**src/design/naive_audio_oscillator_defines.svh**
```systemverilog
// Assertion helpers for the oscillator modules; nao_core is the module that includes them.
// Both expect clk and rst_n to be visible where they are used.
`ifndef NAIVE_AUDIO_OSCILLATOR_DEFINES_SVH
`define NAIVE_AUDIO_OSCILLATOR_DEFINES_SVH

// A condition that holds at every clock edge out of reset.
`define NAO_ASSERT_NOW(lbl, cond, msg) \
  lbl: assert property (@(posedge clk) disable iff (!rst_n) (cond)) else $error(msg);

// A condition that holds in the cycle after a trigger.
`define NAO_ASSERT_NEXT(lbl, trig, cond, msg) \
  lbl: assert property (@(posedge clk) disable iff (!rst_n) (trig) |=> (cond)) \
    else $error(msg);

`endif

```
**src/design/nao_pkg.sv**
```systemverilog
package nao_pkg;

  localparam int CfgIdxW  = 3;
  localparam int CfgDataW = 32;
  localparam int SampleW  = 16;
  localparam int AmpW     = 17;
  localparam int StepW    = 29;
  localparam int PeriodW  = 32;
  localparam int WidthW   = 16;
  localparam int LevelW   = 32;
  localparam int CountW   = 34;
  localparam int CalcW    = 35;
  localparam int MixW     = 19;

  typedef enum logic [1:0] {
    WAVE_SAW   = 2'd0,
    WAVE_TRI   = 2'd1,
    WAVE_PULSE = 2'd2
  } wave_t;

  typedef enum logic [CfgIdxW-1:0] {
    REG_WAVE_SELECT   = 3'd0,
    REG_AMPLITUDE     = 3'd1,
    REG_RAMP_STEP     = 3'd2,
    REG_PERIOD_LENGTH = 3'd3,
    REG_PULSE_WIDTH   = 3'd4
  } cfg_reg_t;

  localparam logic signed [AmpW-1:0] AMP_ONE     = 17'sd32768;
  localparam logic signed [AmpW-1:0] AMP_NEG_ONE = -17'sd32768;
  localparam logic [StepW-1:0]       STEP_MAX    = 29'd268435456;

  localparam logic signed [CalcW-1:0] LVL_ONE   = 35'sd268435456;
  localparam logic signed [CalcW-1:0] LVL_TWO   = 35'sd536870912;
  localparam logic signed [CalcW-1:0] CNT_ONE   = 35'sd65536;
  localparam logic signed [CalcW-1:0] CNT_FLOOR = -35'sd8589934592;

  localparam logic signed [MixW-1:0] SAT_MAX = 19'sd32767;
  localparam logic signed [MixW-1:0] SAT_MIN = -19'sd32768;

  typedef struct packed {
    logic [1:0]              wave;
    logic signed [AmpW-1:0]  amplitude;
    logic [StepW-1:0]        ramp_step;
    logic [PeriodW-1:0]      len0;
    logic [PeriodW-1:0]      len1;
    logic                    ramp_wr;
  } cfg_t;

  typedef struct packed {
    logic signed [SampleW-1:0] x;
    logic                      repl;
    logic [1:0]                wave;
    logic signed [LevelW-1:0]  level;
    logic signed [AmpW-1:0]    amp;
    logic                      negative;
  } item_t;

endpackage

```
**src/design/nao_ifs.sv**
```systemverilog
interface nao_in_if import nao_pkg::*; ();
  logic                      valid;
  logic                      ready;
  logic signed [SampleW-1:0] in_sample;
  logic                      replace;

  modport source (output valid, in_sample, replace, input ready);
  modport sink (input valid, in_sample, replace, output ready);
endinterface

interface nao_out_if import nao_pkg::*; ();
  logic                      valid;
  logic                      ready;
  logic signed [SampleW-1:0] out_sample;

  modport source (output valid, out_sample, input ready);
  modport sink (input valid, out_sample, output ready);
endinterface

```
**src/design/nao_cfg.sv**
```systemverilog
module nao_cfg import nao_pkg::*; (
  input  logic                clk,
  input  logic                rst_n,
  input  logic                cfg_we,
  input  logic [CfgIdxW-1:0]  cfg_index,
  input  logic [CfgDataW-1:0] cfg_data,
  output cfg_t                cfg
);

  logic [1:0]             wave_r;
  logic signed [AmpW-1:0] amp_r;
  logic [StepW-1:0]       step_r;
  logic [PeriodW-1:0]     period_r;
  logic [WidthW-1:0]      pw_r;
  logic [PeriodW-1:0]     len0_r;
  logic [PeriodW-1:0]     len1_r;

  logic signed [AmpW-1:0] amp_raw;
  logic signed [AmpW-1:0] amp_clamped;
  logic [StepW-1:0]       step_raw;
  logic [StepW-1:0]       step_clamped;
  logic [PeriodW-1:0]     period_src;
  logic [WidthW-1:0]      pw_src;
  logic [AmpW-1:0]        num0;
  logic [AmpW-1:0]        num1;
  logic [48:0]            prod0;
  logic [48:0]            prod1;
  logic [PeriodW-1:0]     len0_nxt;
  logic [PeriodW-1:0]     len1_nxt;

  always_comb begin
    amp_raw = signed'(cfg_data[AmpW-1:0]);
    if (amp_raw > AMP_ONE) begin
      amp_clamped = AMP_ONE;
    end else if (amp_raw < AMP_NEG_ONE) begin
      amp_clamped = AMP_NEG_ONE;
    end else begin
      amp_clamped = amp_raw;
    end
    step_raw     = cfg_data[StepW-1:0];
    step_clamped = (step_raw > STEP_MAX) ? STEP_MAX : step_raw;
  end

  // Half lengths of the pulse: period scaled by (1 + width) / 4 and (1 - width) / 4.
  always_comb begin
    period_src = (cfg_we && (cfg_index == REG_PERIOD_LENGTH)) ? cfg_data[PeriodW-1:0]
                                                               : period_r;
    pw_src     = (cfg_we && (cfg_index == REG_PULSE_WIDTH)) ? cfg_data[WidthW-1:0] : pw_r;
    num0       = {1'b0, ~pw_src[WidthW-1], pw_src[WidthW-2:0]};
    num1       = 17'h10000 - num0;
    prod0      = 49'(period_src) * 49'(num0);
    prod1      = 49'(period_src) * 49'(num1);
    len0_nxt   = prod0[48:17];
    len1_nxt   = prod1[48:17];
  end

  always_ff @(posedge clk) begin
    if (!rst_n) begin
      wave_r   <= WAVE_SAW;
      amp_r    <= AMP_ONE;
      step_r   <= '0;
      period_r <= '0;
      pw_r     <= '0;
      len0_r   <= '0;
      len1_r   <= '0;
    end else begin
      len0_r <= len0_nxt;
      len1_r <= len1_nxt;
      if (cfg_we) begin
        unique case (cfg_reg_t'(cfg_index))
          REG_WAVE_SELECT:   wave_r   <= cfg_data[1:0];
          REG_AMPLITUDE:     amp_r    <= amp_clamped;
          REG_RAMP_STEP:     step_r   <= step_clamped;
          REG_PERIOD_LENGTH: period_r <= cfg_data[PeriodW-1:0];
          REG_PULSE_WIDTH:   pw_r     <= cfg_data[WidthW-1:0];
          default: ;
        endcase
      end
    end
  end

  always_comb begin
    cfg.wave      = wave_r;
    cfg.amplitude = amp_r;
    cfg.ramp_step = step_r;
    cfg.len0      = len0_r;
    cfg.len1      = len1_r;
    cfg.ramp_wr   = cfg_we && (cfg_index == REG_RAMP_STEP);
  end

endmodule

```
**src/design/nao_core.sv**
```systemverilog
`include "naive_audio_oscillator_defines.svh"

module nao_core import nao_pkg::*; (
  input  logic                      clk,
  input  logic                      rst_n,
  input  cfg_t                      cfg,
  input  logic                      in_valid,
  input  logic signed [SampleW-1:0] in_sample,
  input  logic                      replace,
  input  logic                      s1_ready,
  output logic                      in_ready,
  output logic                      s1_valid,
  output item_t                     s1
);

  logic signed [LevelW-1:0] level_r, level_nxt;
  logic                     falling_r, falling_nxt;
  logic signed [CountW-1:0] hc_r, hc_nxt;
  logic                     phase_r, phase_nxt;
  logic                     neg_r, neg_nxt;
  logic                     s1_valid_r, s1_valid_nxt;
  item_t                    s1_r;

  logic                    accept;
  logic signed [CalcW-1:0] lv, st, saw_sum, tri_sum, tri_lv;
  logic signed [CalcW-1:0] h_dec, h_cl, h_len;
  logic                    tri_flip, hit;

  assign in_ready = !s1_valid_r || s1_ready;
  assign accept   = in_valid && in_ready;

  always_comb begin
    lv      = CalcW'(level_r);
    st      = signed'(CalcW'(cfg.ramp_step));
    saw_sum = lv + st;
    tri_sum = falling_r ? (lv - (st <<< 1)) : (lv + (st <<< 1));
    if (tri_sum > LVL_ONE) begin
      tri_lv   = LVL_TWO - tri_sum;
      tri_flip = 1'b1;
    end else if (tri_sum < -LVL_ONE) begin
      tri_lv   = -LVL_TWO - tri_sum;
      tri_flip = 1'b1;
    end else begin
      tri_lv   = tri_sum;
      tri_flip = 1'b0;
    end
    h_dec = CalcW'(hc_r) - CNT_ONE;
    h_cl  = (h_dec < CNT_FLOOR) ? CNT_FLOOR : h_dec;
    hit   = (h_cl <= 0);
    // The new phase is the opposite one, so its half length is picked here.
    h_len = signed'(CalcW'(phase_r ? cfg.len0 : cfg.len1));
  end

  always_comb begin
    level_nxt   = level_r;
    falling_nxt = falling_r;
    hc_nxt      = hc_r;
    phase_nxt   = phase_r;
    neg_nxt     = neg_r;
    if (accept) begin
      case (cfg.wave)
        WAVE_SAW: begin
          level_nxt = LevelW'((saw_sum > LVL_ONE) ? (saw_sum - LVL_TWO) : saw_sum);
        end
        WAVE_TRI: begin
          level_nxt   = LevelW'(tri_lv);
          falling_nxt = falling_r ^ tri_flip;
        end
        WAVE_PULSE: begin
          hc_nxt    = CountW'(hit ? (h_cl + h_len) : h_cl);
          phase_nxt = phase_r ^ hit;
          neg_nxt   = neg_r ^ hit;
        end
        default: ;
      endcase
    end
    if (cfg.ramp_wr) begin
      falling_nxt = 1'b0;
    end
  end

  always_comb begin
    if (accept) begin
      s1_valid_nxt = 1'b1;
    end else if (s1_ready) begin
      s1_valid_nxt = 1'b0;
    end else begin
      s1_valid_nxt = s1_valid_r;
    end
  end

  always_ff @(posedge clk) begin
    if (!rst_n) begin
      level_r    <= '0;
      falling_r  <= 1'b0;
      hc_r       <= '0;
      phase_r    <= 1'b0;
      neg_r      <= 1'b0;
      s1_valid_r <= 1'b0;
    end else begin
      level_r    <= level_nxt;
      falling_r  <= falling_nxt;
      hc_r       <= hc_nxt;
      phase_r    <= phase_nxt;
      neg_r      <= neg_nxt;
      s1_valid_r <= s1_valid_nxt;
    end
  end

  // The sample is formed from the state as it stood before this transfer.
  always_ff @(posedge clk) begin
    if (accept) begin
      s1_r.x        <= in_sample;
      s1_r.repl     <= replace;
      s1_r.wave     <= cfg.wave;
      s1_r.level    <= level_r;
      s1_r.amp      <= cfg.amplitude;
      s1_r.negative <= neg_r;
    end
  end

  assign s1_valid = s1_valid_r;
  assign s1       = s1_r;

  `NAO_ASSERT_NOW(a_level_range, (level_r >= -32'sd268435456) && (level_r <= 32'sd268435456), "level left the range of plus or minus one")
  `NAO_ASSERT_NOW(a_sign_tracks_phase, phase_r == neg_r, "pulse sign and phase disagree")
  `NAO_ASSERT_NEXT(a_idle_holds, !accept, $stable(level_r) && $stable(hc_r), "oscillator state moved without a transfer")
  `NAO_ASSERT_NEXT(a_accept_fills, accept, s1_valid_r, "accepted item did not reach the input register")

endmodule

```
**src/design/nao_mix.sv**
```systemverilog
module nao_mix import nao_pkg::*; (
  input  logic                      clk,
  input  logic                      rst_n,
  input  logic                      s1_valid,
  input  item_t                     s1,
  input  logic                      out_ready,
  output logic                      s1_ready,
  output logic                      out_valid,
  output logic signed [SampleW-1:0] out_sample
);

  logic                      out_valid_r;
  logic signed [SampleW-1:0] out_sample_r, out_sample_nxt;

  logic signed [48:0]      prod;
  logic signed [48:0]      scaled;
  logic signed [MixW-1:0]  amp_ext, osc, base, sum;

  always_comb begin
    prod    = 49'(s1.level) * 49'(s1.amp);
    scaled  = prod >>> 28;
    amp_ext = MixW'(s1.amp);
    case (s1.wave) inside
      WAVE_SAW, WAVE_TRI: osc = scaled[MixW-1:0];
      WAVE_PULSE:         osc = s1.negative ? -amp_ext : amp_ext;
      default:            osc = '0;
    endcase
    base = s1.repl ? '0 : MixW'(s1.x);
    sum  = base + osc;
    if (sum > SAT_MAX) begin
      out_sample_nxt = SampleW'(SAT_MAX);
    end else if (sum < SAT_MIN) begin
      out_sample_nxt = SampleW'(SAT_MIN);
    end else begin
      out_sample_nxt = sum[SampleW-1:0];
    end
  end

  assign s1_ready = !out_valid_r || out_ready;

  always_ff @(posedge clk) begin
    if (!rst_n) begin
      out_valid_r <= 1'b0;
    end else if (s1_valid && s1_ready) begin
      out_valid_r <= 1'b1;
    end else if (out_ready) begin
      out_valid_r <= 1'b0;
    end
  end

  always_ff @(posedge clk) begin
    if (s1_valid && s1_ready) begin
      out_sample_r <= out_sample_nxt;
    end
  end

  assign out_valid  = out_valid_r;
  assign out_sample = out_sample_r;

endmodule

```
**src/design/naive_audio_oscillator.sv**
```systemverilog
// Sawtooth, triangle and pulse oscillator that runs at one sample per clock unless out_ch stalls.
// Each transfer on in_ch is one sample tick: the oscillator sample is formed from the current
// state, scaled by the amplitude, optionally added to the incoming sample, saturated to 16 bits
// and returned on out_ch through the s1 and mix output registers, while the waveform state
// advances in the same cycle as the transfer. A new sample is taken every cycle as long as the
// result side keeps draining. Registers written through the cfg_ port apply from the next transfer
// on; the user must write them only while no sample is in flight; the block does not enforce it.
module naive_audio_oscillator import nao_pkg::*; (
  input  logic                clk,
  input  logic                rst_n,
  nao_in_if.sink              in_ch,
  nao_out_if.source           out_ch,
  input  logic                cfg_we,
  input  logic [CfgIdxW-1:0]  cfg_index,
  input  logic [CfgDataW-1:0] cfg_data
);

  cfg_t  cfg;
  item_t s1;
  logic  s1_valid;
  logic  s1_ready;

  nao_cfg u_cfg (
    .clk       (clk),
    .rst_n     (rst_n),
    .cfg_we    (cfg_we),
    .cfg_index (cfg_index),
    .cfg_data  (cfg_data),
    .cfg       (cfg)
  );

  nao_core u_core (
    .clk       (clk),
    .rst_n     (rst_n),
    .cfg       (cfg),
    .in_valid  (in_ch.valid),
    .in_sample (in_ch.in_sample),
    .replace   (in_ch.replace),
    .s1_ready  (s1_ready),
    .in_ready  (in_ch.ready),
    .s1_valid  (s1_valid),
    .s1        (s1)
  );

  nao_mix u_mix (
    .clk        (clk),
    .rst_n      (rst_n),
    .s1_valid   (s1_valid),
    .s1         (s1),
    .out_ready  (out_ch.ready),
    .s1_ready   (s1_ready),
    .out_valid  (out_ch.valid),
    .out_sample (out_ch.out_sample)
  );

endmodule
```
**src/flat_wrapper.sv**
```systemverilog
// flat-port wrapper written by rule: the top's interface ports become plain ports
module naive_audio_oscillator_flat import nao_pkg::*;
  (clk, rst_n, cfg_we, cfg_index, cfg_data, in_ch_valid, in_ch_in_sample, in_ch_replace, in_ch_ready, out_ch_valid, out_ch_out_sample, out_ch_ready);
  nao_in_if in_ch_i ();
  nao_out_if out_ch_i ();
  input  logic clk;
  input  logic rst_n;
  input  logic cfg_we;
  input  logic [CfgIdxW-1:0] cfg_index;
  input  logic [CfgDataW-1:0] cfg_data;
  input wire logic [$bits(in_ch_i.valid)-1:0] in_ch_valid;
  input wire logic [$bits(in_ch_i.in_sample)-1:0] in_ch_in_sample;
  input wire logic [$bits(in_ch_i.replace)-1:0] in_ch_replace;
  output wire logic [$bits(in_ch_i.ready)-1:0] in_ch_ready;
  output wire logic [$bits(out_ch_i.valid)-1:0] out_ch_valid;
  output wire logic [$bits(out_ch_i.out_sample)-1:0] out_ch_out_sample;
  input wire logic [$bits(out_ch_i.ready)-1:0] out_ch_ready;
  assign in_ch_i.valid = in_ch_valid;
  assign in_ch_i.in_sample = in_ch_in_sample;
  assign in_ch_i.replace = in_ch_replace;
  assign in_ch_ready = in_ch_i.ready;
  assign out_ch_valid = out_ch_i.valid;
  assign out_ch_out_sample = out_ch_i.out_sample;
  assign out_ch_i.ready = out_ch_ready;
  naive_audio_oscillator u_core (.clk(clk), .rst_n(rst_n), .in_ch(in_ch_i), .out_ch(out_ch_i), .cfg_we(cfg_we), .cfg_index(cfg_index), .cfg_data(cfg_data));
endmodule
```
**config.mk**
```make
export PLATFORM = sky130hd
export DESIGN_NAME = naive_audio_oscillator_flat
export DESIGN_NICKNAME = d
export VERILOG_FILES = /design/src/design/nao_pkg.sv /design/src/design/nao_ifs.sv /design/src/design/nao_cfg.sv /design/src/design/nao_core.sv /design/src/design/nao_mix.sv /design/src/design/naive_audio_oscillator.sv /design/src/flat_wrapper.sv
export VERILOG_INCLUDE_DIRS = /design/src /design/src/design
export SDC_FILE = /design/constraint.sdc
export NUM_CORES = 2
export LEC_CHECK = 0
export BUFFER_PORTS_ARGS = -buffer_cell sky130_fd_sc_hd__buf_2
export CAP_MARGIN = 40
export CORE_ASPECT_RATIO = 1.5
export CORE_MARGIN = 3
export CORE_UTILIZATION = 55
export CTS_BUF_LIST = sky130_fd_sc_hd__clkbuf_8
export DETAILED_ROUTE_END_ITERATION = 8
export PLACE_DENSITY = 0.71
export SYNTH_ARGS = -nofsm -noshare
export SYNTH_HDL_FRONTEND = slang
export SYNTH_SLANG_ARGS = --single-unit
```
**constraint.sdc**
```tcl
create_clock -name clk -period 13 [get_ports clk]
set_input_delay 1.3 -clock clk [delete_from_list [all_inputs] [get_ports clk]]
set_output_delay 1.3 -clock clk [all_outputs]
set_load 0.01 [all_outputs]
```
# Yosys cells after proc, flatten, opt, wreduce, memory -nomap -nowiden
# Index checks and enable logic that the tools add are counted.
# classes
n_addsub,11
n_mul,3
magnitude_cmp,10
eq_ne,8
muxes,24
n_bitwise,5
n_reduce_logical,25
# op_table
cell,count
two-way mux 32 bit,5
two-way mux 19 bit,4
two-way mux 35 bit,2
case mux 32 bit (2 select lines),1
multiplier 32 x 17 -> 49 bit,1
multiplier 32 x 16 -> 48 bit,1
multiplier 32 x 17 -> 47 bit,1
"greater-than comparator 35 x 30 -> 1 bit, second input constant",1
"less-or-equal comparator 35 x 1 -> 1 bit, second input constant",1
"less-than comparator 35 x 29 -> 1 bit, second input constant",1
"less-than comparator 35 x 34 -> 1 bit, second input constant",1
"subtractor 34 x 18 -> 35 bit, second input constant",1
adder 34 x 33 -> 34 bit,1
two-way mux 17 bit,2
two-way mux 34 bit,1
adder 32 x 30 -> 33 bit,1
adder 32 x 31 -> 33 bit,1
"greater-than comparator 33 x 30 -> 1 bit, second input constant",1
subtractor 32 x 31 -> 33 bit,1
two-way mux 16 bit,2
"subtractor 30 x 32 -> 32 bit, first input constant",1
"subtractor 31 x 32 -> 32 bit, first input constant",1
"subtractor 32 x 31 -> 32 bit, second input constant",1
"greater-than comparator 29 bit, second input constant",1
other kinds (24),52
# word_totals
ff_bits,316
wordCells,108

# Logic depth before layout (Yosys ltp)
# depth
depth_word,7
depth_mapped,39

# By module
# Synthesis repeated with hierarchy kept, for this count alone.
# unflattened
cells_unflattened,8145
hier_area_um2,70589.0
# modules_own_cells
mod,n_inst,cells_each,area_each_um2,seq_area_each_um2
nao_cfg,1,4281,37320.8,3183.1
nao_mix,1,2238,19952.9,500.5
nao_core,1,1626,13315.3,3473.3

# Worst setup path before layout
# Ideal clock, no wire load.
# synth_timing
path_kind,input-to-reg
from,input port cfg_index[1]
to,register u_core.u_cfg.len1_r[27]
setup_time_ns,0.078
arrival_ns,10.327
required_ns,12.922
path_slack_ns,2.595
path_stages,34
path_cell_list,nor4bb_1 clkbuf_1 clkbuf_1 mux2_2 or4_1 nor2_1 nand2_1 or2_2 clkbuf_1 xnor2_1 clkbuf_1 buf_1 nor2_1 fa_1 inv_1 fa_1 fa_1 fa_1 fa_1 inv_1 fa_1 ha_1 a21o_1 a21o_1 a21o_1 a221oi_1 o31ai_1 o21ai_0 a2111o_1 o21ai_0 o311a_1 o31a_1 o21a_1 nor3_1
# synth_between
elab_chain_len,6
elab_cells_between_ends,9
classes_between,1 x add/sub; 1 x mul; 2 x eq/ne; 2 x mux; 1 x bitwise; 2 x reduce/logical
# synth_rtl
element,line,source
start: declaration,flat_wrapper.sv:9,input logic [CfgIdxW-1:0] cfg_index;
== test 3 bit,nao_cfg.sv:48,pw_src = (cfg_we && (cfg_index == REG_PULSE_WIDTH)) ? cfg_data[WidthW-1:0] : pw_r;
logical AND 1 bit,nao_cfg.sv:48,
two-way mux 16 bit,nao_cfg.sv:48,
inverter 1 bit,nao_cfg.sv:49,"num0 = {1'b0, ~pw_src[WidthW-1], pw_src[WidthW-2:0]};"
subtractor 17 x 16 -> 17 bit,nao_cfg.sv:50,num1 = 17'h10000 - num0;
multiplier 32 x 17 -> 49 bit *,nao_cfg.sv:52,prod1 = 49'(period_src) * 49'(num1);
end signal: assignment,nao_cfg.sv:68,len1_r <= len1_nxt;
end: declaration,nao_cfg.sv:16,logic [PeriodW-1:0] len1_r;
# Mark *: on every way between the ends. The rest lies on a longest branch, timed or not.
# A chain may end at the register's enable or synchronous reset.

# Worst setup path after layout
# Ends and elaborated chain as after synthesis.

==> impl_metrics.csv <==
group,metric,value,unit
final_layout,design_area,72300,um2
placement,place.gp.congestion,1.02,
timing,slew_violations,0,
floorplan,io_pins,75,
floorplan,placementRows,157,
global_routing,grt.total_usage,34.2,%
synthesis,avgSynthCellArea,8.76,um2
timing,min_period_over_period,86.0,%
power,power.share.sequential,13.8,%
detailed_routing,drtIter0Drc,3718,
synthesis,synth_top_cell_area_share,40.2,%
worst_setup_path,reg2reg_to,"u_core.u_mix.out_sample[9]",
placement,hpwl,173000,um
cts,worstSkewPairLatency,0.75,ns
worst_setup_path,slowest_stage,"mux2_2",
worst_setup_path,r2r_slack,1.96,ns
hold_path,whs_path_depth,0,
final_layout,nNetsFinal,9624,
detailed_routing,drt_wl_total,214000,um
cts,cts_resized,0,
detailed_routing,num_vias,55300,
power,peakVddDrop,0.363,mV
floorplan,die_h,438,um
placement,post-place-ws,1.24,ns
synthesis,syn_nets,9702,
final_layout,syn2layout_area_growth,5.70,%
hold_path,hp-start,"u_core.u_cfg.amp_r[6]",
timing,tns,0,ns
cts,clock_sink_count,315,
cts,numCtsBuffers,58,
timing,grt_setup_unrepaired,"no",
global_routing,grt_overflow_total,0,
worst_setup_path,cp_max_fo,26,
worst_setup_path,cpPeakStageDelay,0.64,ns
synthesis,synthTopCellsByCount,"inv_1 (1,511), fa_1 (1,374), nand2_1 (1,213)",
floorplan,core_region_area,123000,um2
timing,worst_pin_slew,1.01,ns
detailed_routing,drt-pass1-iter-count,8,
cts,holdBufCountCts,0,
placement,dp_cells,9257,
worst_setup_path,rr_startpoint,"u_core.u_core.s1[3]",
worst_setup_path,cp_common_cell,"fa_1",
timing,setup_violations,0,
timing,worst_slack,1.82,ns
worst_setup_path,crit_required,13.65,ns
global_routing,antenna_found_initial,14,
cts,htree_levels,2,
power,power_frac_clock,11.8,%
floorplan,start_util,55.7,%
timing,slew_headroom,32.7,%
global_routing,grt_max_degree,126,
synthesis,synth_edf_count,85,
detailed_routing,drt-wirelength-per-cell,22.8,um
synthesis,synth.largest_area_cell,"fa_1",
cts,cts_max_path_buffers,3,
power,p_leak,0.0335,uW
synthesis,ys_top_cells_by_area,"fa_1 (40%), ha_1 (8.5%), inv_1 (8.3%), dfxtp_1 (6.7%), nand2_1 (6.7%)",
run,drv_cap,0,
synthesis,yosysWarnings,0,
synthesis,synth_cells,7808,
power,swShare,51.0,%
hold_path,hp-class,"flip-flop to flip-flop",
cts,cts-root-buf,"clkbuf_8",
synthesis,synth.most_common_cell,"inv_1",
worst_setup_path,critPathKind,"input pin to flip-flop",
global_routing,grt_pass1_vias,60200,
synthesis,synth_top_flop_cell,"dfxtp_1",
placement,port_buffers,74,
power,switching_power,4940,uW
detailed_routing,ant_nets,0,
synthesis,netlist_area,68400,um2
floorplan,die_w,294,um
hold_path,holdPathEnd,"u_core.u_core.s1[7]",
power,power_density,134,nW/um2
synthesis,ys_types,98,
worst_setup_path,start_kind,"input pin",
detailed_routing,drcViolationCount,0,
power,p_int,4740,uW
floorplan,die-area,129000,um2
synthesis,synthArstFlopShare,0,%
worst_setup_path,critPathLaunch,"cfg_index[1]",
synthesis,ys_ff_latch,315,
worst_setup_path,crit_arrival,11.83,ns
timing,fin_worst_skew,0.105,ns
outcome,outcome,"finished, final reports clean",
detailed_routing,avgViaCountPerCell,5.89,
placement,dpl_cell_area,70900,um2
cts,cts_tree,"built",
timing,hold_viol,0,
cts,postCtsSetupRepairBufs,0,
timing,whs,0.420,ns
timing,min_period,11.18,ns
worst_setup_path,cp-end-kind,"flip-flop",
synthesis,ys_seq_area_share,10.5,%
power,power.share.combinational,74.4,%
timing,fmax,89.4,MHz
cts,cts.reportedPaths.clkPinSlew,0.08,ns
global_routing,grt_pass1_wl,335000,um
final_layout,layout-drive-gt1-share,6.23,%
worst_setup_path,rr_worst_depth,36,
final_layout,final_cells,9383,
layout by cell type (no fill, tap or decap), drive strengths merged, types with 84 or more instances in the layout:
cell	instances
edfxtp	85
nor2	567
a21o	99
xnor2	183
ha	463
fa	1374
inv	1527
nand2	1215
xor2	84
a21oi	228
dfxtp	230
and2	272
o21ai	143
buf	230
area by class of cell:
cell class | instances | area (um2)
Multi-Input combinational cell | 5611 | 54300
Fill cell | 10800 | 50500
Sequential cell | 315 | 7160
Inverter | 1513 | 5680
Tap cell | 1590 | 1990
Timing Repair Buffer | 231 | 1740
Clock buffer | 66 | 908
Clock inverter | 43 | 440
Antenna cell | 14 | 35.0
sequential cells by signal, indices dropped and copies added, names as in the netlist, 17 cells and up:
name / count
u_core.u_cfg.amp_r: 17
u_core.u_cfg.len0_r: 31
u_core.u_cfg.len1_r: 32
u_core.u_cfg.period_r: 32
u_core.u_cfg.step_r: 29
u_core.u_core.hc_r: 34
u_core.u_core.level_r: 32
u_core.u_core.s1: 69
logic make-up after synthesis:
| kind of cell | share of synthesized area (%) |
|---|---|
| AOI/OAI and AO/OA | 8.60 |
| adders and majority gates | 48.7 |
| DFF | 10.5 |
| and+or+nand+nor | 16.2 |
| muxes | 2.16 |
| buffers and inverters | 10.4 |
| xor gates and xnor gates | 3.44 |
power by group through the flow:
stage                     Combinational, uW  Clock, uW  Sequential [uW]
final                                  7200       1140             1330
after global routing                   8060       1200             1340
after CTS                              7170       1160             1330
after detailed placement               7100          0             1350
after global placement                 6890          0             1360
after floorplan                        5220          0             1310
worst max-delay path: cells and delay by family:
family                   cells  cell delay, ns
multiplexers                 1            0.64
adder cells (fa/ha/maj)      8            3.61
AO/OA/AOI/OAI               11            3.23
XOR/XNOR                     1            0.23
AND/OR/NAND/NOR              6            1.84
buffers and inverters        4            0.92
metrics by stage:
step | total power (uW) | util [%]
finish | 9670 | 58.9
detailed placement | 8460 | 57.7
global placement | 8250 | 57.4
floorplan | 6540 | -
CTS | 9660 | 58.8
global route | 10600 | 58.8
routing by layer:
layer	up-vias	GRT usage [%]	wire (um)
met5	-	0	19
met4	4	31.0	24500
met3	1048	5.75	14500
met2	2442	60.3	107000
met1	27800	34.4	68100
li1	24000	-	-
worst max-delay path by stage:
stage	to	slack (ns)
after floorplan	u_core.u_cfg.len1_r[27]	2.60
after global placement	u_core.u_cfg.len1_r[27]	1.41
after detailed placement	u_core.u_cfg.len1_r[27]	1.24
after CTS	u_core.u_cfg.len1_r[27]	1.97
after global routing	u_core.u_mix.out_sample[9]	1.28
final	u_core.u_cfg.len1_r[27]	1.82
Power figures use the tool's default switching activity.
